### config.mk
export PLATFORM = sky130hd
export DESIGN_NAME = mlba_ctrl
export DESIGN_NICKNAME = d
export VERILOG_FILES = /design/src/rtl/multilook_box_average_decimator_defines.svh /design/src/rtl/mlba_pkg.sv /design/src/rtl/mlba_ctrl.sv
export SDC_FILE = /design/constraint.sdc
export NUM_CORES = 1
export LEC_CHECK = 0
export BUFFER_PORTS_ARGS = -buffer_cell sky130_fd_sc_hd__clkbuf_2
export CAP_MARGIN = 20
export CORE_AREA = 2 2 39 41
export CTS_CLUSTER_SIZE = 10
export DETAILED_ROUTE_END_ITERATION = 8
export DIE_AREA = 0 0 41 43
export GPL_ROUTABILITY_DRIVEN = 0
export GPL_TIMING_DRIVEN = 1
export RECOVER_POWER = 100
export SKIP_CTS_REPAIR_TIMING = 1
export SLEW_MARGIN = 40
export SYNTH_ARGS = -nofsm -noshare
export SYNTH_HDL_FRONTEND = slang
export SYNTH_SLANG_ARGS = --single-unit
export TNS_END_PERCENT = 10
### constraint.sdc
create_clock -name clk -period 3.6 [get_ports clk]
set_clock_uncertainty 0.15 [all_clocks]
set_input_delay 0.72 -clock clk [delete_from_list [all_inputs] [get_ports clk]]
set_output_delay 0.72 -clock clk [all_outputs]
set_load 0.01 [all_outputs]
### src/rtl/multilook_box_average_decimator_defines.svh
// Assertion macros for the multilook box average decimator.
// Used by the top level; the bodies expect clk and rst_n in scope.
`ifndef MULTILOOK_BOX_AVERAGE_DECIMATOR_DEFINES_SVH
`define MULTILOOK_BOX_AVERAGE_DECIMATOR_DEFINES_SVH
`ifndef SYNTH
`define MLBA_ASSERT_SAME(lbl, ante, cons) \
  lbl: assert property (@(posedge clk) disable iff (!rst_n) (ante) |-> (cons)) \
    else $error("mlba: same-cycle check failed");
`define MLBA_ASSERT_NEXT(lbl, ante, cons) \
  lbl: assert property (@(posedge clk) disable iff (!rst_n) (ante) |=> (cons)) \
    else $error("mlba: next-cycle check failed");
`else
`define MLBA_ASSERT_SAME(lbl, ante, cons)
`define MLBA_ASSERT_NEXT(lbl, ante, cons)
`endif
`endif

### src/rtl/mlba_pkg.sv
// Shared types and constants of the multilook box average decimator.
// No dependencies.
`timescale 1ns / 1ps

package mlba_pkg;

  localparam int SAMPLE_W  = 32;
  localparam int LOOK_W    = 5;
  localparam int PER_W     = 10;
  localparam int DV_W      = 10;
  localparam int COL_W     = 13;
  localparam int CFG_W     = 13;
  localparam int CFG_IDX_W = 3;
  localparam int SKIP_MAX  = 16;

  localparam logic [COL_W-1:0] CNT_MAX = {COL_W{1'b1}};

  // Register indexes of the configuration port
  localparam logic [CFG_IDX_W-1:0] REG_LINE_WIDTH = 3'd0;
  localparam logic [CFG_IDX_W-1:0] REG_LOOK_ROWS  = 3'd1;
  localparam logic [CFG_IDX_W-1:0] REG_LOOK_COLS  = 3'd2;
  localparam logic [CFG_IDX_W-1:0] REG_SKIP_ROWS  = 3'd3;
  localparam logic [CFG_IDX_W-1:0] REG_SKIP_COLS  = 3'd4;
  localparam logic [CFG_IDX_W-1:0] REG_OUT_COLS   = 3'd5;
  localparam logic [CFG_IDX_W-1:0] REG_OUT_ROWS   = 3'd6;

  // Effective geometry after clamping the registers
  typedef struct packed {
    logic [LOOK_W-1:0] lr;
    logic [LOOK_W-1:0] lc;
    logic [PER_W-1:0]  rper;
    logic [PER_W-1:0]  cper;
    logic [COL_W-1:0]  lw;
    logic [COL_W-1:0]  oc;
    logic [COL_W-1:0]  rows;
    logic [DV_W-1:0]   area;
  } geo_t;

  // Where the current sample falls
  typedef struct packed {
    logic             hit;
    logic             first;
    logic             last;
    logic             eor;
    logic             eof;
    logic [COL_W-1:0] col;
  } pos_t;

  typedef struct packed {
    logic load;
    logic acc;
    logic emit;
  } cmd_t;

  typedef struct packed {
    logic last;
    logic div_done;
    logic out_busy;
  } sts_t;

  function automatic logic [LOOK_W-1:0] clamp_skip(input logic [LOOK_W-1:0] v);
    logic [LOOK_W-1:0] r;
    if (v == '0) begin
      r = LOOK_W'(1);
    end else if (v > LOOK_W'(SKIP_MAX)) begin
      r = LOOK_W'(SKIP_MAX);
    end else begin
      r = v;
    end
    return r;
  endfunction

endpackage

### src/rtl/mlba_ctrl.sv
// Sequencer: accept, accumulate, divide and hand off one transaction at a time.
// Depends on mlba_pkg.
`timescale 1ns / 1ps

module mlba_ctrl (
  input  logic           clk,
  input  logic           rst_n,
  input  logic           in_tvalid,
  output logic           in_tready,
  input  logic           pos_hit,
  input  mlba_pkg::sts_t sts,
  output mlba_pkg::cmd_t cmd
);

  typedef enum logic [3:0] {
    S_IDLE = 4'b0001,
    S_ACC  = 4'b0010,
    S_DIV  = 4'b0100,
    S_EMIT = 4'b1000
  } state_t;

  state_t state_r, state_nxt;

  assign in_tready = (state_r == S_IDLE);

  always_comb begin
    state_nxt = state_r;
    cmd       = '0;
    case (state_r)
      S_IDLE: begin
        if (in_tvalid) begin
          cmd.load = 1'b1;
          if (pos_hit) begin
            state_nxt = S_ACC;
          end
        end
      end
      S_ACC: begin
        cmd.acc   = 1'b1;
        state_nxt = sts.last ? S_DIV : S_IDLE;
      end
      S_DIV: begin
        if (sts.div_done) begin
          state_nxt = S_EMIT;
        end
      end
      S_EMIT: begin
        // hold until the output register is free
        if (!sts.out_busy) begin
          cmd.emit  = 1'b1;
          state_nxt = S_IDLE;
        end
      end
      default: state_nxt = S_IDLE;
    endcase
  end

  always_ff @(posedge clk) begin
    if (!rst_n) begin
      state_r <= S_IDLE;
    end else begin
      state_r <= state_nxt;
    end
  end

endmodule

==> metrics.txt <==
status finished clean; vias in the first global route 244; number of fill cells 157; register area share after synthesis around 30%; Pwr Total 117.9 uW; top flop regs state_r: 4 flops; Leakage 0.0001378 uW; ys async rst share 0%; critical path class flip-flop to output port; flip-flop and latch area 80.08 um^2; CTS tree done; Worst Path Max Fanout 7; Die Y 43 um; area share of the largest cell type after synthesis between 20% and 30%; DR DRC count 0; share of layout cells above drive strength 1 25.64%; Post-layout nets 48; Hold Path Class flip-flop to flip-flop; drt first pass iters 4; beginning of the worst hold path state_r[3]; Final ANT Viol Nets 0; # setup viols final 0; CP peak stage delay 0.47 ns; Power Density between 300 and 400 nW/um^2; Yosys reg bits 4; CP delay by family, top simple AND/OR/NAND/NOR gates; Final Critical Period 2.298 ns; cell count of the worst reg-to-reg path 3; I/O Buffers 10; wire per inst 10.62 um; Hold EP state_r[2]; Final Slew Violations 0; CORE AREA 1384 um^2; VDD IR-drop max 0.00006848 V; CP bufs+invs 1; CP arrival about 1.4 ns; unrepaired setup endpoints after global routing false; Worst R2R End state_r[0]; cell area after synthesis between 200 and 300 um^2; Biggest register state_r; Rel. slew slack 71.11%; Multi-input gate area 152.6 um^2; die footprint 1763 um^2; Post-synth EDFFs 0; Max Fclk 435.1 MHz; global-route wire length before repair between 1000 and 1500 um; largest net degree at the start of global routing 10; CP startpoint kind flip-flop; CTS buffer count 3; clk sink count 4; synth unique cells 20; Starting Density 19.80%; Final Hold Fails 0; Critical Path RT ~2.7 ns; IO Count 11; max_cap viols 0; critical path capture point type output port; syn nets 35; Cells after Synth 28; Ys Warns 0; Routed WL 584 um; Hold Path Depth 1; Post-synth top flop dfxtp_1; GRT overflow 0; DR vias/cell 4.691; clk slew on worst S/H paths around 0.040 ns; via count 258; H-tree depth 1; commonest cells after routing, fill and taps aside clkbuf_2 (6), clkbuf_1 (4), dfxtp_1 (4); mean post-synth cell area 9.786 um^2; Tot GR Track Use 9.658%; die width 41 um; worst slew pin tran 0.4274 ns; max reg flops 4; Starting DRT DRC Count 3; fin crit share 63.84%; ant diodes 0; # rows 14; area leader, netlist dfxtp_1; commonest non-fill, non-tap cell in the layout clkbuf_2; Post-Route Setup TNS 0 ns; worst reg2reg startpoint state_r[0]; Clock Path Buffers 2; top cells by area, synth dfxtp_1 (29%), nand4b_4 (8.7%), nor4b_4 (8.7%); Clock Latency Late Sink 0.24 ns; CP cell instances nor4b_1 -> and2_0 -> clkbuf_2; Root Driver clkbuf_4; initial antenna violation count 0; R2R Setup Slk 2.22 ns; CP max-delay cell dfxtp_1; Synth-to-Final Area Change 18.26%
==> layer usage <==
layer | vias to the layer above | part of all wire [%] | GRT usage, %
li1 | 128 | - | -
met1 | 113 | 41 | 10.68
met2 | 12 | 45 | 11.25
met3 | 5 | 7.0 | 3.141
met4 | 0 | 7.4 | 14.00
met5 | - | 0 | 0
==> cell type report <==
class | instances | area share [%]
inverters | 1 | 1.158
flip-flops and latches | 4 | 24.71
well taps | 16 | 6.178
clock buffers | 3 | 6.950
repair buffers | 10 | 13.90
multi-input cells | 21 | 47.10
==> stage by stage <==
step	hold WS, ns	setup WS (ns)	instance area, um^2	instances	util, %
floorplan	0.4010	1.737	274.0	28	-
finish	0.4229	1.302	324.1	55	23.42
global route	0.4859	1.195	324.1	55	23.42
detailed placement	0.4856	1.577	327.8	52	23.69
global placement	0.4679	1.584	327.8	52	23.69
CTS	0.4862	1.429	350.3	55	25.32
==> synth_stat cells (2+ instances only) <==
library cell / n
nand3b_1: 2
nor4b_1: 2
nor2_1: 3
dfxtp_1: 4
o21ai_0: 2
==> how the worst max path moves through the flow <==
| stage | from | endpoint | slack (ns) | depth (start not counted) |
|---|---|---|---|---|
| after floorplan | state_r[1] | cmd[2] | 1.74 | 3 |
| after global placement | sts[0] | cmd[0] | 1.58 | 4 |
| after detailed placement | sts[0] | cmd[0] | 1.58 | 4 |
| after CTS | state_r[0] | cmd[2] | 1.43 | 3 |
| after global routing | state_r[0] | cmd[2] | 1.20 | 3 |
| final | state_r[0] | cmd[2] | 1.30 | 3 |
==> where the power goes <==
part,leakage [uW],total [uW],internal [uW],switching [uW]
logic,0.0000915,13.2,6.64,6.53
clock network,0.0000138,56.9,37.4,19.6
registers,0.0000325,47.8,45.6,2.18
total,0.000138,118,89.6,28.3
==> cells by family (layout without fill, tap and decap cells) <==
kind of cell / count (synthesis) / after routing / share of synthesized area (%)
AND/OR/NAND/NOR: 16 / 16 / 50.23
flip-flops: 4 / 4 / 29.22
AO/OA/AOI/OAI: 5 / 5 / 13.24
buffers and inverters: 3 / 14 / 7.303
Power figures use the tool's default switching activity.
