$ cat config.mk
export PLATFORM = sky130hd
export DESIGN_NAME = mlba_pos
export DESIGN_NICKNAME = d
export VERILOG_FILES = /design/src/rtl/multilook_box_average_decimator_defines.svh /design/src/rtl/mlba_pkg.sv /design/src/rtl/mlba_pos.sv
export SDC_FILE = /design/constraint.sdc
export NUM_CORES = 1
export LEC_CHECK = 0
export BUFFER_PORTS_ARGS = -buffer_cell sky130_fd_sc_hd__buf_2
export CORE_MARGIN = 2
export CORE_UTILIZATION = 63
export DETAILED_ROUTE_END_ITERATION = 8
export GPL_TIMING_DRIVEN = 0
export PLACE_DENSITY_LB_ADDON = 0.12
export SLEW_MARGIN = 20
export SYNTH_ARGS = -nofsm -noshare
export SYNTH_HDL_FRONTEND = slang
export SYNTH_SLANG_ARGS = --single-unit
$ cat constraint.sdc
create_clock -name clk -period 12.2 [get_ports clk]
set_clock_uncertainty 0.15 [all_clocks]
set_input_delay 2.44 -clock clk [delete_from_list [all_inputs] [get_ports clk]]
set_output_delay 2.44 -clock clk [all_outputs]
set_load 0.03 [all_outputs]
$ cat src/rtl/multilook_box_average_decimator_defines.svh
// Assertion macros for the multilook box average decimator.
// Used by the top level; the bodies expect clk and rst_n in scope.
`ifndef MULTILOOK_BOX_AVERAGE_DECIMATOR_DEFINES_SVH
`define MULTILOOK_BOX_AVERAGE_DECIMATOR_DEFINES_SVH
`ifndef SYNTH
`define MLBA_ASSERT_SAME(lbl, ante, cons) \
  lbl: assert property (@(posedge clk) disable iff (!rst_n) (ante) |-> (cons)) \
    else $error("mlba: same-cycle check failed");
`define MLBA_ASSERT_NEXT(lbl, ante, cons) \
  lbl: assert property (@(posedge clk) disable iff (!rst_n) (ante) |=> (cons)) \
    else $error("mlba: next-cycle check failed");
`else
`define MLBA_ASSERT_SAME(lbl, ante, cons)
`define MLBA_ASSERT_NEXT(lbl, ante, cons)
`endif
`endif

$ cat src/rtl/mlba_pkg.sv
// Shared types and constants of the multilook box average decimator.
// No dependencies.
`timescale 1ns / 1ps

package mlba_pkg;

  localparam int SAMPLE_W  = 32;
  localparam int LOOK_W    = 5;
  localparam int PER_W     = 10;
  localparam int DV_W      = 10;
  localparam int COL_W     = 13;
  localparam int CFG_W     = 13;
  localparam int CFG_IDX_W = 3;
  localparam int SKIP_MAX  = 16;

  localparam logic [COL_W-1:0] CNT_MAX = {COL_W{1'b1}};

  // Register indexes of the configuration port
  localparam logic [CFG_IDX_W-1:0] REG_LINE_WIDTH = 3'd0;
  localparam logic [CFG_IDX_W-1:0] REG_LOOK_ROWS  = 3'd1;
  localparam logic [CFG_IDX_W-1:0] REG_LOOK_COLS  = 3'd2;
  localparam logic [CFG_IDX_W-1:0] REG_SKIP_ROWS  = 3'd3;
  localparam logic [CFG_IDX_W-1:0] REG_SKIP_COLS  = 3'd4;
  localparam logic [CFG_IDX_W-1:0] REG_OUT_COLS   = 3'd5;
  localparam logic [CFG_IDX_W-1:0] REG_OUT_ROWS   = 3'd6;

  // Effective geometry after clamping the registers
  typedef struct packed {
    logic [LOOK_W-1:0] lr;
    logic [LOOK_W-1:0] lc;
    logic [PER_W-1:0]  rper;
    logic [PER_W-1:0]  cper;
    logic [COL_W-1:0]  lw;
    logic [COL_W-1:0]  oc;
    logic [COL_W-1:0]  rows;
    logic [DV_W-1:0]   area;
  } geo_t;

  // Where the current sample falls
  typedef struct packed {
    logic             hit;
    logic             first;
    logic             last;
    logic             eor;
    logic             eof;
    logic [COL_W-1:0] col;
  } pos_t;

  typedef struct packed {
    logic load;
    logic acc;
    logic emit;
  } cmd_t;

  typedef struct packed {
    logic last;
    logic div_done;
    logic out_busy;
  } sts_t;

  function automatic logic [LOOK_W-1:0] clamp_skip(input logic [LOOK_W-1:0] v);
    logic [LOOK_W-1:0] r;
    if (v == '0) begin
      r = LOOK_W'(1);
    end else if (v > LOOK_W'(SKIP_MAX)) begin
      r = LOOK_W'(SKIP_MAX);
    end else begin
      r = v;
    end
    return r;
  endfunction

endpackage

$ cat src/rtl/mlba_pos.sv
// Raster position counters: window phases, input column, output row/column.
// Depends on mlba_pkg.
`timescale 1ns / 1ps

module mlba_pos (
  input  logic          clk,
  input  logic          rst_n,
  input  logic          advance,
  input  logic          frame_start,
  input  mlba_pkg::geo_t geo,
  output mlba_pkg::pos_t pos
);

  localparam int PW = mlba_pkg::PER_W;
  localparam int CW = mlba_pkg::COL_W;

  logic [PW-1:0] rp_r, rp_nxt, cp_r, cp_nxt;
  logic [CW-1:0] icol_r, icol_nxt, ocol_r, ocol_nxt, orow_r, orow_nxt;
  logic [PW-1:0] rp_e, cp_e;
  logic [CW-1:0] icol_e, ocol_e, orow_e;
  logic [PW-1:0] lr_x, lc_x;

  // frame_start clears the counters before this sample is placed
  assign rp_e   = frame_start ? '0 : rp_r;
  assign cp_e   = frame_start ? '0 : cp_r;
  assign icol_e = frame_start ? '0 : icol_r;
  assign ocol_e = frame_start ? '0 : ocol_r;
  assign orow_e = frame_start ? '0 : orow_r;

  assign lr_x = PW'(geo.lr);
  assign lc_x = PW'(geo.lc);

  always_comb begin
    pos.hit   = (rp_e < lr_x) && (cp_e < lc_x) && (ocol_e < geo.oc) && (orow_e < geo.rows);
    pos.first = (rp_e == '0) && (cp_e == '0);
    pos.last  = (rp_e == lr_x - PW'(1)) && (cp_e == lc_x - PW'(1));
    pos.eor   = (ocol_e == geo.oc - CW'(1));
    pos.eof   = pos.eor && (orow_e == geo.rows - CW'(1));
    pos.col   = ocol_e;
  end

  always_comb begin
    rp_nxt   = rp_e;
    cp_nxt   = cp_e;
    icol_nxt = icol_e;
    ocol_nxt = ocol_e;
    orow_nxt = orow_e;
    if ({1'b0, cp_e} + (PW+1)'(1) >= {1'b0, geo.cper}) begin
      cp_nxt = '0;
      if (ocol_e < mlba_pkg::CNT_MAX) begin
        ocol_nxt = ocol_e + CW'(1);
      end
    end else begin
      cp_nxt = cp_e + PW'(1);
    end
    if ({1'b0, icol_e} + (CW+1)'(1) >= {1'b0, geo.lw}) begin
      icol_nxt = '0;
      cp_nxt   = '0;
      ocol_nxt = '0;
      if ({1'b0, rp_e} + (PW+1)'(1) >= {1'b0, geo.rper}) begin
        rp_nxt = '0;
        if (orow_e < mlba_pkg::CNT_MAX) begin
          orow_nxt = orow_e + CW'(1);
        end
      end else begin
        rp_nxt = rp_e + PW'(1);
      end
    end else begin
      icol_nxt = icol_e + CW'(1);
    end
  end

  always_ff @(posedge clk) begin
    if (!rst_n) begin
      rp_r   <= '0;
      cp_r   <= '0;
      icol_r <= '0;
      ocol_r <= '0;
      orow_r <= '0;
    end else if (advance) begin
      rp_r   <= rp_nxt;
      cp_r   <= cp_nxt;
      icol_r <= icol_nxt;
      ocol_r <= ocol_nxt;
      orow_r <= orow_nxt;
    end
  end

endmodule

==> results.rst, run 1 <==
.. list-table::
   :header-rows: 1

   * - Metric
     - Value
   * - CTS resizes
     - 0
   * - Initial DRT Pass Iterations
     - 5
   * - Outcome
     - complete, no violations
   * - Internal portion of total power
     - 331 uW
   * - Placed Instance Area
     - between 0.007 and 0.008 sq mm
   * - Post-CTS setup buffer count
     - 0
   * - Required @ worst endpoint
     - roughly 9.6 ns
   * - Max-capacitance violation count
     - 0
   * - Via count of the routed design
     - a little under 7000
   * - Width of the chip
     - 105 um
   * - Combinational fraction of design power
     - 0.184
   * - Total Power
     - around 460 uW
   * - Portion of the clock cycle consumed by the worst path in the final layout
     - 0.694
   * - Synthesized instance count
     - 853
   * - Layout cells sized above 1
     - 0.142
   * - Post-synthesis register bit count
     - just under 60
   * - Count of flip-flops with a built-in enable after synthesis
     - 0
   * - Share of power burned in the clock network
     - 0.397
   * - Starting utilization of the core area
     - 0.652
   * - Hold Vio Cnt, Final
     - 0
   * - Met1 routed wirelength after detailed routing
     - approximately 7.6 mm
   * - Flop2flop setup slack
     - ~7.6 ns
   * - Clock Pin Slew Worst Setup and Hold Paths
     - about 0.070 ns
   * - Detail-routed net length per standard cell
     - ~17 um
   * - Root buf cell
     - clkbuf_8
   * - Worst IR Drop VDD
     - a little under 0.06 mV
   * - Worst Hold Class
     - reg2reg
   * - Count of nets left with antenna violations after detail routing
     - 0
   * - Min-delay src
     - icol_r[1]$_SDFFE_PN0P_
   * - Uppermost signal routing layer after detailed routing
     - met4
   * - Count of input and output buffers
     - 90
   * - Summed negative setup slack over all endpoints
     - 0 ns
   * - Top-count cell post-synth
     - inv_1
   * - Number of antenna cells inserted
     - 0
   * - Number of buffers on the longest clock path
     - 2
   * - Area of the core region
     - just under 0.01 sq mm
   * - Dominant synthesized flop cell
     - dfxtp_1
   * - Highest cell delay on the worst timing path
     - slightly below 0.5 ns
   * - I/O pin total
     - between 100 and 150
   * - Count of hold buffers inserted by post-cts repair
     - 0
   * - Maximum number of pins on one net before global-route repair
     - 11
   * - Max-slew headroom
     - 0.518
   * - Number of DRC markers in iteration 0
     - 494
   * - Wire length of the first global-routing pass
     - 30.1 mm
   * - Commonest cells post-synth
     - inv_1, ha_1, nand2_1, nor2_1
   * - Met2 wirelength from detailed routing
     - 8.72 mm
   * - Class of the most critical setup path
     - in2out
   * - Worst-path cell with the longest stage delay
     - or4_1
   * - Number of clock buffers inserted by TritonCTS
     - 9
   * - Async set-or-reset flop fraction in the synthesized netlist
     - 0
   * - Worst path arrival time
     - 5.87 ns
   * - Number of max-slew violations in the final report
     - 0
   * - Highest Clock Rate
     - between 100 and 150 MHz
   * - DRT Wirelength
     - 18.2 mm
   * - Gr ovfl total
     - 0
   * - Layout overhead on the synthesized area
     - 12.7%
   * - Dominant cell type by count on the critical path
     - buf_2
   * - Startpoint of the worst register-to-register path
     - icol_r[0]$_SDFFE_PN0P_
   * - Floorplan die area
     - approximately 0.011 sq mm
   * - Post-layout instance area
     - approximately 0.0072 sq mm
   * - GRT Total Usage
     - 0.333
   * - Sequential power share
     - 0.419
   * - Synth Area per Inst
     - 7.51 sq um
   * - Distinct cell type count of the synthesized netlist
     - 76
   * - Area of the mapped netlist
     - ~0.0064 sq mm
   * - Synth top area cells
     - dfxtp_1, ha_1, xnor2_1, inv_1, nor2b_1
   * - Final GP Congestion
     - approximately 0.97
   * - Number of nets at the end of the flow
     - around 1100
   * - Final critical-path required period
     - between 8 and 9 ns
   * - Cell breakdown of the critical path
     - buf_2 > buf_2 > buf_2 > buf_2 > buf_2 > nor2b_1 > ha_1 > or4_1 > a221oi_1 > o21ai_0 > a221oi_1 > nand4_1 > and3b_1 > buf_2
   * - Tightest Pin Transition
     - 0.721 ns
   * - Final worst slack
     - about 3.7 ns
   * - Initial antenna violation count
     - 0
   * - Synth top area share
     - 0.184
   * - Worst Setup End Kind
     - output pin
   * - Height of the die
     - ~100 um
   * - TritonCTS clock tree
     - built
   * - Critical-path maximum fanout
     - 10
   * - Net count after synthesis
     - about 1000
   * - Worst-skew pair later-pin latency
     - approximately 0.35 ns
   * - Post-route worst hold slack
     - ~0.35 ns
   * - H-tree level count
     - 3
   * - Clock tree sinks
     - 59
   * - Via count of the first global-routing pass
     - between 6000 and 7000
   * - Count of standard-cell rows
     - 36
   * - Register-to-Register Path Depth
     - 16
   * - Placement Setup Slack
     - between 3 and 4 ns
   * - Startpoint of the worst setup timing path
     - frame_start
   * - Switching power
     - between 100 and 150 uW
   * - Post-DP HPWL
     - 14.2 mm
   * - End point of the critical path
     - pos[17]
   * - Ratio of routed vias to standard cells
     - between 6 and 7
   * - Final setup vio count
     - 0
   * - Warning count from the yosys run
     - 0
   * - Library cell occupying the most area in the post-synthesis netlist
     - dfxtp_1
   * - Met3 WL
     - 1.44 mm
   * - Sequential share of the synthesized area
     - 0.184
   * - Startpoint Class
     - primary input
   * - # DRC
     - 0
   * - Worst R2R End
     - icol_r[8]$_SDFFE_PN0P_
   * - Leak
     - about 0.0032 uW
   * - Switching fraction of total power
     - 0.287
   * - Power density cells
     - ~64 mW/mm^2
   * - RSZ-0062 raised after global routing
     - false
==> flip-flops by register name, summed over array words and instances (netlist names) <==
signal,cells
cp_r,10
orow_r,13
ocol_r,13
rp_r,10
icol_r,13
==> area by class of cell <==
type / instances / area, sq um
flip-flops and latches: 59 / 1180
inverters: 80 / 300
plain buffers: 36 / 155
multi-input cells: 678 / 4770
clock inverters: 2 / 35.0
well taps: 133 / 166
repair buffers: 90 / 450
fillers: 845 / 2600
clock buffers: 13 / 159
==> worst max-delay path: cells and delay by family <==
| family | cells | cell delay [ns] |
|---|---|---|
| AND/OR/NAND/NOR | 4 | 1.04 |
| AO/OA/AOI/OAI | 3 | 0.55 |
| buffers and inverters | 6 | 1.62 |
| adder cells (fa/ha/maj) | 1 | 0.22 |
==> layer usage <==
metal  vias up  track usage
met1      3151        0.417
met2       335        0.560
met3        51       0.0468
met5         -            0
li1       3265            -
met4         0        0.158
==> power by group through the flow <==
| stage | Sequential (uW) | Clock [uW] | Combinational [uW] |
|---|---|---|---|
| after CTS | 194 | 184 | 84.3 |
| after global placement | 199 | 0 | 80.5 |
| after detailed placement | 199 | 0 | 83.7 |
| after floorplan | 199 | 0 | 51.8 |
| after global routing | 195 | 194 | 94.5 |
| final | 195 | 184 | 85.5 |
==> metrics by stage <==
stage / std cells / util
2_1_floorplan: 853 / -
3_5_place_dp: 1076 / 0.715
3_3_place_gp: 1076 / 0.715
5_1_grt: 1091 / 0.735
4_1_cts: 1091 / 0.735
6_report: 1091 / 0.735
==> worst min path at each step <==
| stage | to | cells after the start |
|---|---|---|
| after floorplan | ocol_r[6]$_SDFFE_PN0P_ | 2 |
| after global placement | cp_r[4]$_SDFFE_PN0P_ | 1 |
| after detailed placement | cp_r[4]$_SDFFE_PN0P_ | 1 |
| after CTS | ocol_r[8]$_SDFFE_PN0P_ | 2 |
| after global routing | ocol_r[8]$_SDFFE_PN0P_ | 2 |
| final | icol_r[1]$_SDFFE_PN0P_ | 2 |
==> layout by cell type, fill, tap and decap left out, types with 29 or more instances in the layout <==
master,n
xnor2_1,59
o21ai_0,29
nor2_1,60
nand3_1,51
dfxtp_1,59
a21oi_1,42
nor2b_1,44
nand4_1,30
buf_2,100
ha_1,75
inv_1,79
nand2_1,61
==> kinds of logic (layout without fill, tap and decap cells) <==
| kind of cell | Yosys count | count (layout) | synth area share |
|---|---|---|---|
| buffers and inverters | 116 | 221 | 0.0711 |
| adders and majority gates | 75 | 75 | 0.146 |
| xor gates and xnor gates | 73 | 73 | 0.0998 |
| and+or+nand+nor | 353 | 353 | 0.305 |
| DFF | 59 | 59 | 0.184 |
| AOI/OAI and AO/OA | 172 | 172 | 0.185 |
| muxes | 5 | 5 | 0.00820 |
(Power assumes the default switching activity.)
==> inputs of run 2 (changes only) <==
--- a/config.mk
+++ b/config.mk
@@ -7,7 +7,7 @@
 export LEC_CHECK = 0
 export BUFFER_PORTS_ARGS = -buffer_cell sky130_fd_sc_hd__buf_2
 export CORE_MARGIN = 2
-export CORE_UTILIZATION = 63
+export CORE_UTILIZATION = 53
 export DETAILED_ROUTE_END_ITERATION = 8
 export GPL_TIMING_DRIVEN = 0
 export PLACE_DENSITY_LB_ADDON = 0.12
==> constraint.sdc (replaced) <==
create_clock -name clk -period 6.8 [get_ports clk]
set_clock_uncertainty 0.15 [all_clocks]
set_input_delay 1.36 -clock clk [delete_from_list [all_inputs] [get_ports clk]]
set_output_delay 1.36 -clock clk [all_outputs]
set_load 0.03 [all_outputs]
==> run 2 against run 1 <==
Net effect: die area increased by 18%; critical path depth increased by 9; final cell count increased by 1.4%; sequential power increased by 79%; sequential share of layout area decreased by 0.39 points; hold slack got worse by 0.0016 ns; global-route usage decreased by 5.6 points; power increased by 120%; wire length decreased by 2.0%; critical endpoint is now ocol_r[1]$_SDFFE_PN0P_; register-to-register slack got worse by 5.3 ns; sequential cell count unchanged.
==> results.rst, run 2 (synthesis results as in run 1) <==
.. list-table::
   :header-rows: 1

   * - Metric
     - Value
   * - Clock tree sinks
     - 59 (unchanged)
   * - Post-DP HPWL
     - 13.8 mm (was 14.2 mm)
   * - Most common library cell in the layout ignoring fill and taps
     - buf_2 (unchanged)
   * - Placed Instance Area
     - 0.00704 sq mm (was 0.00702 sq mm)
   * - Gr ovfl total
     - 0 (unchanged)
   * - Outcome
     - complete, no violations (unchanged)
   * - Power density cells
     - 137 mW/mm^2 (was 64.3 mW/mm^2)
   * - Root buf cell
     - clkbuf_16 (was clkbuf_8)
   * - TritonCTS clock tree
     - built (unchanged)
   * - GRT busiest layer
     - met2 (unchanged)
   * - Highest Clock Rate
     - 153 MHz
   * - Placement Setup Slack
     - -0.278 ns (was 3.83 ns)
   * - Hold path cells
     - 2 (unchanged)
   * - Flop2flop setup slack
     - 2.36 ns (was 7.64 ns)
   * - Register-to-Register Path Depth
     - 16 (unchanged)
   * - Worst IR Drop VDD
     - 0.120 mV (was 0.0591 mV)
   * - GR Util met2
     - 0.442 (was 0.560)
   * - Final GP Congestion
     - 0.889 (was 0.966)
   * - Count of hold buffers inserted by post-cts repair
     - 0 (unchanged)
   * - Worst Setup End Kind
     - flip-flop (was output pin)
   * - Leak
     - 0.00331 uW (was 0.00323 uW)
   * - Highest cell delay on the worst timing path
     - 0.54 ns (was 0.49 ns)
   * - Initial antenna violation count
     - 0 (unchanged)
   * - Startpoint of the worst register-to-register path
     - icol_r[0]$_SDFFE_PN0P_ (unchanged)
   * - Startpoint Class
     - primary input (unchanged)
   * - Clock Pin Slew Worst Setup and Hold Paths
     - 0.05 ns (was 0.07 ns)
   * - Worst-skew pair later-pin latency
     - 0.33 ns (was 0.35 ns)
   * - Starting utilization of the core area
     - 0.538 (was 0.652)
   * - Number of buffers on the longest clock path
     - 2 (unchanged)
   * - Critical-path maximum fanout
     - 10 (unchanged)
   * - # DRC
     - 0 (unchanged)
   * - Final worst slack
     - 0.249 ns (was 3.74 ns)
   * - I/O pin total
     - 101 (unchanged)
   * - Utilization after layout
     - 0.621 (was 0.735)
   * - Max-capacitance violation count
     - 0 (unchanged)
   * - Worst path arrival time
     - 6.67 ns (was 5.87 ns)
   * - H-tree level count
     - 3 (unchanged)
   * - End point of the critical path
     - ocol_r[1]$_SDFFE_PN0P_ (was pos[17])
   * - Detail-routed net length per standard cell
     - 16.1 um (was 16.7 um)
   * - Worst Hold Class
     - reg2reg (unchanged)
   * - Hold Vio Cnt, Final
     - 0 (unchanged)
   * - Number of nets at the end of the flow
     - 1112 (unchanged)
   * - Number of clock buffers inserted by TritonCTS
     - 9 (unchanged)
   * - Tightest Pin Transition
     - 0.683 ns (was 0.721 ns)
   * - Dominant cell type by count on the critical path
     - buf_2 (unchanged)
   * - Final critical-path required period
     - around 6.6 ns
   * - Layout cells sized above 1
     - 0.150 (was 0.142)
   * - Initial DRT Pass Iterations
     - 5 (unchanged)
   * - Ratio of routed vias to standard cells
     - 5.90 (was 6.23)
   * - Final setup vio count
     - 0 (unchanged)
   * - Number of antenna cells inserted
     - 0 (unchanged)
   * - Buffer and inverter count on the worst path
     - 8 (was 6)
   * - Number of max-slew violations in the final report
     - 0 (unchanged)
   * - DRT Wirelength
     - 17.9 mm (was 18.2 mm)
   * - Floorplan die area
     - 0.0130 sq mm (was 0.0110 sq mm)
   * - Worst-path cell with the longest stage delay
     - a2111oi_2 (was or4_1)
   * - Layout overhead on the synthesized area
     - 15.4% (was 12.7%)
   * - Min-delay src
     - ocol_r[6]$_SDFFE_PN0P_ (was icol_r[1]$_SDFFE_PN0P_)
   * - Count of standard-cell rows
     - 40 (was 36)
   * - Portion of the clock cycle consumed by the worst path in the final layout
     - 0.963
   * - Worst R2R End
     - ocol_r[1]$_SDFFE_PN0P_ (was icol_r[8]$_SDFFE_PN0P_)
   * - Number of DRC markers in iteration 0
     - 499 (was 494)
   * - Max-slew headroom
     - 0.541 (was 0.518)
   * - Startpoint of the worst setup timing path
     - frame_start (unchanged)
   * - Area of the core region
     - 0.0119 sq mm (was 0.00982 sq mm)
   * - Count of nets left with antenna violations after detail routing
     - 0 (unchanged)
   * - Total Power
     - 1010 uW (was 464 uW)
   * - Count of input and output buffers
     - 90 (unchanged)
   * - Dominant delay contributor by cell family on the critical path
     - buffers and inverters (unchanged)
   * - Registers with the highest flip-flop counts
     - icol_r x13, ocol_r x13, orow_r x13 (unchanged)
   * - Height of the die
     - 114 um (was 105 um)
   * - Stages on the worst setup path
     - 23 (was 14)
   * - Wire length of the first global-routing pass
     - 29.1 mm (was 30.1 mm)
   * - Global routing usage on met3
     - 0.0351 (was 0.0468)
   * - Class of the most critical setup path
     - in2reg (was in2out)
   * - Cell breakdown of the critical path
     - buf_2 > buf_2 > buf_2 > buf_2 > buf_2 > buf_2 > buf_2 > nor2b_1 > ha_1 > nand3_1 > or2_2 > nor2_1 > xnor2_1 > nor2_1 > ha_1 > nand3_1 > nor2_1 > a2111oi_2 > o211a_1 > buf_2 > nand3_2 > o32ai_2 > a32o_1 (was buf_2 > buf_2 > buf_2 > buf_2 > buf_2 > nor2b_1 > ha_1 > or4_1 > a221oi_1 > o21ai_0 > a221oi_1 > nand4_1 > and3b_1 > buf_2)
   * - Via count of the first global-routing pass
     - 6029 (was 6393)
   * - Post-layout instance area
     - 0.00739 sq mm (was 0.00722 sq mm)
   * - Most frequent cells in the layout
     - buf_2, inv_1, ha_1 (unchanged)
   * - GRT Total Usage
     - 0.276 (was 0.333)
   * - Width of the chip
     - 114 um (was 105 um)
   * - RSZ-0062 raised after global routing
     - false (unchanged)
   * - Post-CTS setup buffer count
     - 0 (unchanged)
   * - Maximum number of pins on one net before global-route repair
     - 11 (unchanged)
   * - Via count of the routed design
     - 6525 (was 6802)
   * - Met1 Use GR
     - 0.381 (was 0.417)
   * - Required @ worst endpoint
     - 6.92 ns (was 9.61 ns)
## run 2: worst register-to-register path: cells and delay by family, from the launching register on
family                   cells  cell delay [ns]
AND/OR/NAND/NOR              8             1.58
AO/OA/AOI/OAI                4             1.36
adder cells (fa/ha/maj)      2             0.52
flip-flops                   1             0.36
buffers and inverters        1             0.29
XOR/XNOR                     1             0.16
## run 2: metrics by stage
stage / setup TNS, ns / hold slack, ns / cells
final: 0 / 0.346 / 1106
after global routing: 0 / 0.358 / 1106
after CTS: 0 / 0.339 / 1106
after detailed placement: -6.18 / 0.323 / 1090
after global placement: -5.35 / 0.321 / 1090
after floorplan: 0 / 0.295 / 853
## run 2: timing repair
action	4_1_cts	5_1_grt
gates resized for setup	0	7
endpoints found under the setup margin	0	48
hold endpoints to repair	0	0
## run 2: layer usage
| metal | vias to the layer above | part of all wire |
|---|---|---|
| li1 | 3263 | - |
| met3 | 35 | 0.053 |
| met2 | 211 | 0.45 |
| met4 | 0 | 0.023 |
| met5 | - | 0 |
| met1 | 3016 | 0.48 |
## run 2: layout make-up
class	instances	area (sq um)
plain buffers	36	158
clock buffers	11	253
clock inverters	5	75.1
fillers	1156	4520
inverters	80	300
multi-input cells	678	4790
flip-flops and latches	59	1180
well taps	147	184
repair buffers	90	450
## run 2: worst min-delay path by stage
stage,end,slack [ns]
finish,ocol_r[6]$_SDFFE_PN0P_,0.35
detailed placement,cp_r[4]$_SDFFE_PN0P_,0.32
CTS,ocol_r[6]$_SDFFE_PN0P_,0.34
floorplan,ocol_r[6]$_SDFFE_PN0P_,0.30
global route,icol_r[1]$_SDFFE_PN0P_,0.36
global placement,cp_r[4]$_SDFFE_PN0P_,0.32
## run 2: power breakdown
part / internal, uW / switching (uW) / leakage, uW
clock network: 339 / 168 / 0.000165
registers: 347 / 1.92 / 0.000476
logic: 60.1 / 92.8 / 0.00267
==> inputs of run 3 (changes only) <==
--- a/config.mk
+++ b/config.mk
@@ -10,6 +10,7 @@
 export CORE_UTILIZATION = 53
 export DETAILED_ROUTE_END_ITERATION = 8
 export GPL_TIMING_DRIVEN = 0
+export MAX_ROUTING_LAYER = met4
 export PLACE_DENSITY_LB_ADDON = 0.12
 export SLEW_MARGIN = 20
 export SYNTH_ARGS = -nofsm -noshare
==> run 3 against run 2 <==
Net effect: via count rose by 0.18%; largest power group unchanged; first-iteration DRC count rose by 1.4%; non-clock buffer count did not move; register-to-register slack barely moved; hold slack barely moved; power fell by 0.10%; sequential share of layout area did not move.
==> results.rst, run 3 (synthesis results as in run 1) <==
.. list-table::
   :header-rows: 1

   * - Metric
     - Value
   * - Outcome
     - complete, no violations (unchanged)
   * - Leak
     - 0.00331 uW (unchanged)
   * - Worst Setup End Kind
     - flip-flop (unchanged)
   * - Worst Hold Class
     - reg2reg (unchanged)
   * - Critical-path maximum fanout
     - 10 (unchanged)
   * - Internal portion of total power
     - 746 uW (about the same)
   * - Switching fraction of total power
     - 0.260 (about the same)
   * - Dominant delay contributor by cell family on the critical path
     - buffers and inverters (unchanged)
   * - Layout overhead on the synthesized area
     - 15.4% (unchanged)
   * - Class of the most critical setup path
     - in2reg (unchanged)
   * - Initial DRT Pass Iterations
     - 5 (unchanged)
   * - Final GP Congestion
     - 0.904 (was 0.889)
   * - Final worst slack
     - 0.235 ns (was 0.249 ns)
   * - Sequential power share
     - 0.347 (was 0.346)
   * - Placement Setup Slack
     - -0.278 ns (unchanged)
   * - Maximum number of pins on one net before global-route repair
     - 11 (unchanged)
   * - Highest cell delay on the worst timing path
     - 0.54 ns (about the same)
   * - # DRC
     - 0 (unchanged)
   * - Worst IR Drop VDD
     - 0.120 mV (about the same)
   * - Gr ovfl total
     - 0 (unchanged)
   * - Ratio of routed vias to standard cells
     - 5.91 (was 5.90)
   * - Detail-routed net length per standard cell
     - 16.2 um (was 16.1 um)
   * - Hold Vio Cnt, Final
     - 0 (unchanged)
   * - Dominant cell type by count on the critical path
     - buf_2 (unchanged)
   * - Highest Clock Rate
     - 152 MHz (was 153 MHz)
   * - Number of buffers on the longest clock path
     - 2 (unchanged)
   * - Clock tree sinks
     - 59 (unchanged)
   * - Share of power burned in the clock network
     - 0.501 (was 0.502)
   * - Starting utilization of the core area
     - 0.538 (unchanged)
   * - Via count of the first global-routing pass
     - 6033 (was 6029)
   * - Registers with the highest flip-flop counts
     - icol_r x13, ocol_r x13, orow_r x13 (unchanged)
   * - Width of the chip
     - 114 um (unchanged)
   * - Final setup vio count
     - 0 (unchanged)
   * - Combinational fraction of design power
     - 0.152 (about the same)
   * - Worst path arrival time
     - 6.69 ns (was 6.67 ns)
   * - Initial antenna violation count
     - 0 (unchanged)
   * - Final critical-path required period
     - 6.56 ns (was 6.55 ns)
   * - Total Power
     - 1010 uW (about the same)
   * - Count of standard-cell rows
     - 40 (unchanged)
   * - Layout cells sized above 1
     - 0.150 (unchanged)
   * - Portion of the clock cycle consumed by the worst path in the final layout
     - 0.965 (was 0.963)
   * - Clock Pin Slew Worst Setup and Hold Paths
     - 0.05 ns (about the same)
   * - Non-Filler Instances
     - 1106 (unchanged)
   * - Post-DP HPWL
     - 13.8 mm (unchanged)
   * - Number of max-slew violations in the final report
     - 0 (unchanged)
   * - Most common library cell in the layout ignoring fill and taps
     - buf_2 (unchanged)
   * - Worst-skew pair later-pin latency
     - 0.33 ns (about the same)
   * - Startpoint Class
     - primary input (unchanged)
   * - Switching power
     - 262 uW (was 263 uW)
   * - Number of placed instances, taps included
     - 1090 (unchanged)
   * - Number of DRC markers in iteration 0
     - 506 (was 499)
   * - Buffer and inverter count on the worst path
     - 8 (unchanged)
   * - GRT Total Usage
     - 0.284 (was 0.276)
   * - Height of the die
     - 114 um (unchanged)
   * - Most frequent cells in the layout
     - buf_2, inv_1, ha_1 (unchanged)
   * - Startpoint of the worst register-to-register path
     - icol_r[0]$_SDFFE_PN0P_ (unchanged)
   * - Worst-path cell with the longest stage delay
     - a2111oi_2 (unchanged)
   * - Floorplan die area
     - 0.0130 sq mm (unchanged)
   * - Min-delay src
     - ocol_r[6]$_SDFFE_PN0P_ (unchanged)
   * - Area of the core region
     - 0.0119 sq mm (unchanged)
   * - Power density cells
     - 136 mW/mm^2 (was 137 mW/mm^2)
   * - Post-CTS setup buffer count
     - 0 (unchanged)
   * - Tightest Pin Transition
     - 0.662 ns (was 0.683 ns)
   * - Max-slew headroom
     - 0.555 (was 0.541)
   * - Required @ worst endpoint
     - 6.92 ns (about the same)
   * - Wire length of the first global-routing pass
     - 29.1 mm (about the same)
   * - Via count of the routed design
     - 6537 (was 6525)
   * - TritonCTS clock tree
     - built (unchanged)
   * - Number of nets at the end of the flow
     - 1112 (unchanged)
   * - Max-capacitance violation count
     - 0 (unchanged)
   * - Count of input and output buffers
     - 90 (unchanged)
   * - H-tree level count
     - 3 (unchanged)
   * - Count of nets left with antenna violations after detail routing
     - 0 (unchanged)
   * - Number of antenna cells inserted
     - 0 (unchanged)
   * - RSZ-0062 raised after global routing
     - false (unchanged)
   * - I/O pin total
     - 101 (unchanged)
   * - Number of clock buffers inserted by TritonCTS
     - 9 (unchanged)
   * - DRT Wirelength
     - 17.9 mm (about the same)
   * - Root buf cell
     - clkbuf_16 (unchanged)
   * - Cell breakdown of the critical path
     - buf_2 > buf_2 > buf_2 > buf_2 > buf_2 > buf_2 > buf_2 > nor2b_1 > ha_1 > nand3_1 > or2_2 > nor2_1 > xnor2_1 > nor2_1 > ha_1 > nand3_1 > nor2_1 > a2111oi_2 > o211a_1 > buf_2 > nand3_2 > o32ai_2 > a32o_1 (unchanged)
   * - Startpoint of the worst setup timing path
     - frame_start (unchanged)
   * - Post-route worst hold slack
     - 0.346 ns (about the same)
==> run 3: metal layers <==
metal,share of wire,wire length (um),track usage
met4,0.023,416,0.103
met3,0.052,925,0.0351
met1,0.48,8540,0.381
met2,0.45,7980,0.442
met5,0,0,-
==> run 3: worst reg2reg max path: stages, from the launching register on <==
cell       delay, ns
dfxtp_1         0.36
nor2b_1         0.30
ha_1            0.25
nand3_1         0.18
nor4_2          0.37
nand4_1         0.15
xor2_1          0.16
nor2_1          0.17
ha_1            0.27
nand3_1         0.10
nor2_1          0.09
a2111oi_2       0.54
o211a_1         0.30
buf_2           0.28
nand3_2         0.21
o32ai_2         0.36
a32o_1          0.16
==> run 3: cell type report <==
cell class	count	area [sq um]
Tap cell	147	184
Clock inverter	5	75.1
Fill cell	1156	4520
Clock buffer	11	253
Multi-Input combinational cell	678	4790
Sequential cell	59	1180
Buffer	36	158
Inverter	80	300
Timing Repair Buffer	90	450
==> run 3: per-stage QoR <==
stage	setup TNS, ns	util	cell area, sq um
global route	0	0.621	7390
floorplan	0	-	6410
detailed placement	-6.18	0.591	7040
CTS	0	0.619	7370
global placement	-5.35	0.591	7040
finish	0	0.621	7390
==> run 3: final timing paths <==
kind | slack (ns) | depth (start not counted) | to
setup / recovery | 0.24 | 23 | ocol_r[1]$_SDFFE_PN0P_
hold / removal | 0.35 | 2 | ocol_r[6]$_SDFFE_PN0P_
setup reg to reg | 2.35 | 16 | ocol_r[1]$_SDFFE_PN0P_
hold reg to reg | 0.35 | 2 | ocol_r[6]$_SDFFE_PN0P_
==> run 3: timing repair <==
item,CTS,global route
hold buffers,0,0
gates resized for setup,0,7
hold endpoints to repair,0,0
endpoints found under the setup margin,0,49
==> run 3: power by group through the flow <==
| stage | Clock (uW) | Combinational [uW] | Sequential (uW) |
|---|---|---|---|
| 6_report | 505 | 153 | 350 |
| 5_1_grt | 526 | 170 | 349 |
| 4_1_cts | 507 | 151 | 349 |
| 3_5_place_dp | 0 | 150 | 357 |
| 3_3_place_gp | 0 | 149 | 357 |
| 2_1_floorplan | 0 | 92.9 | 356 |
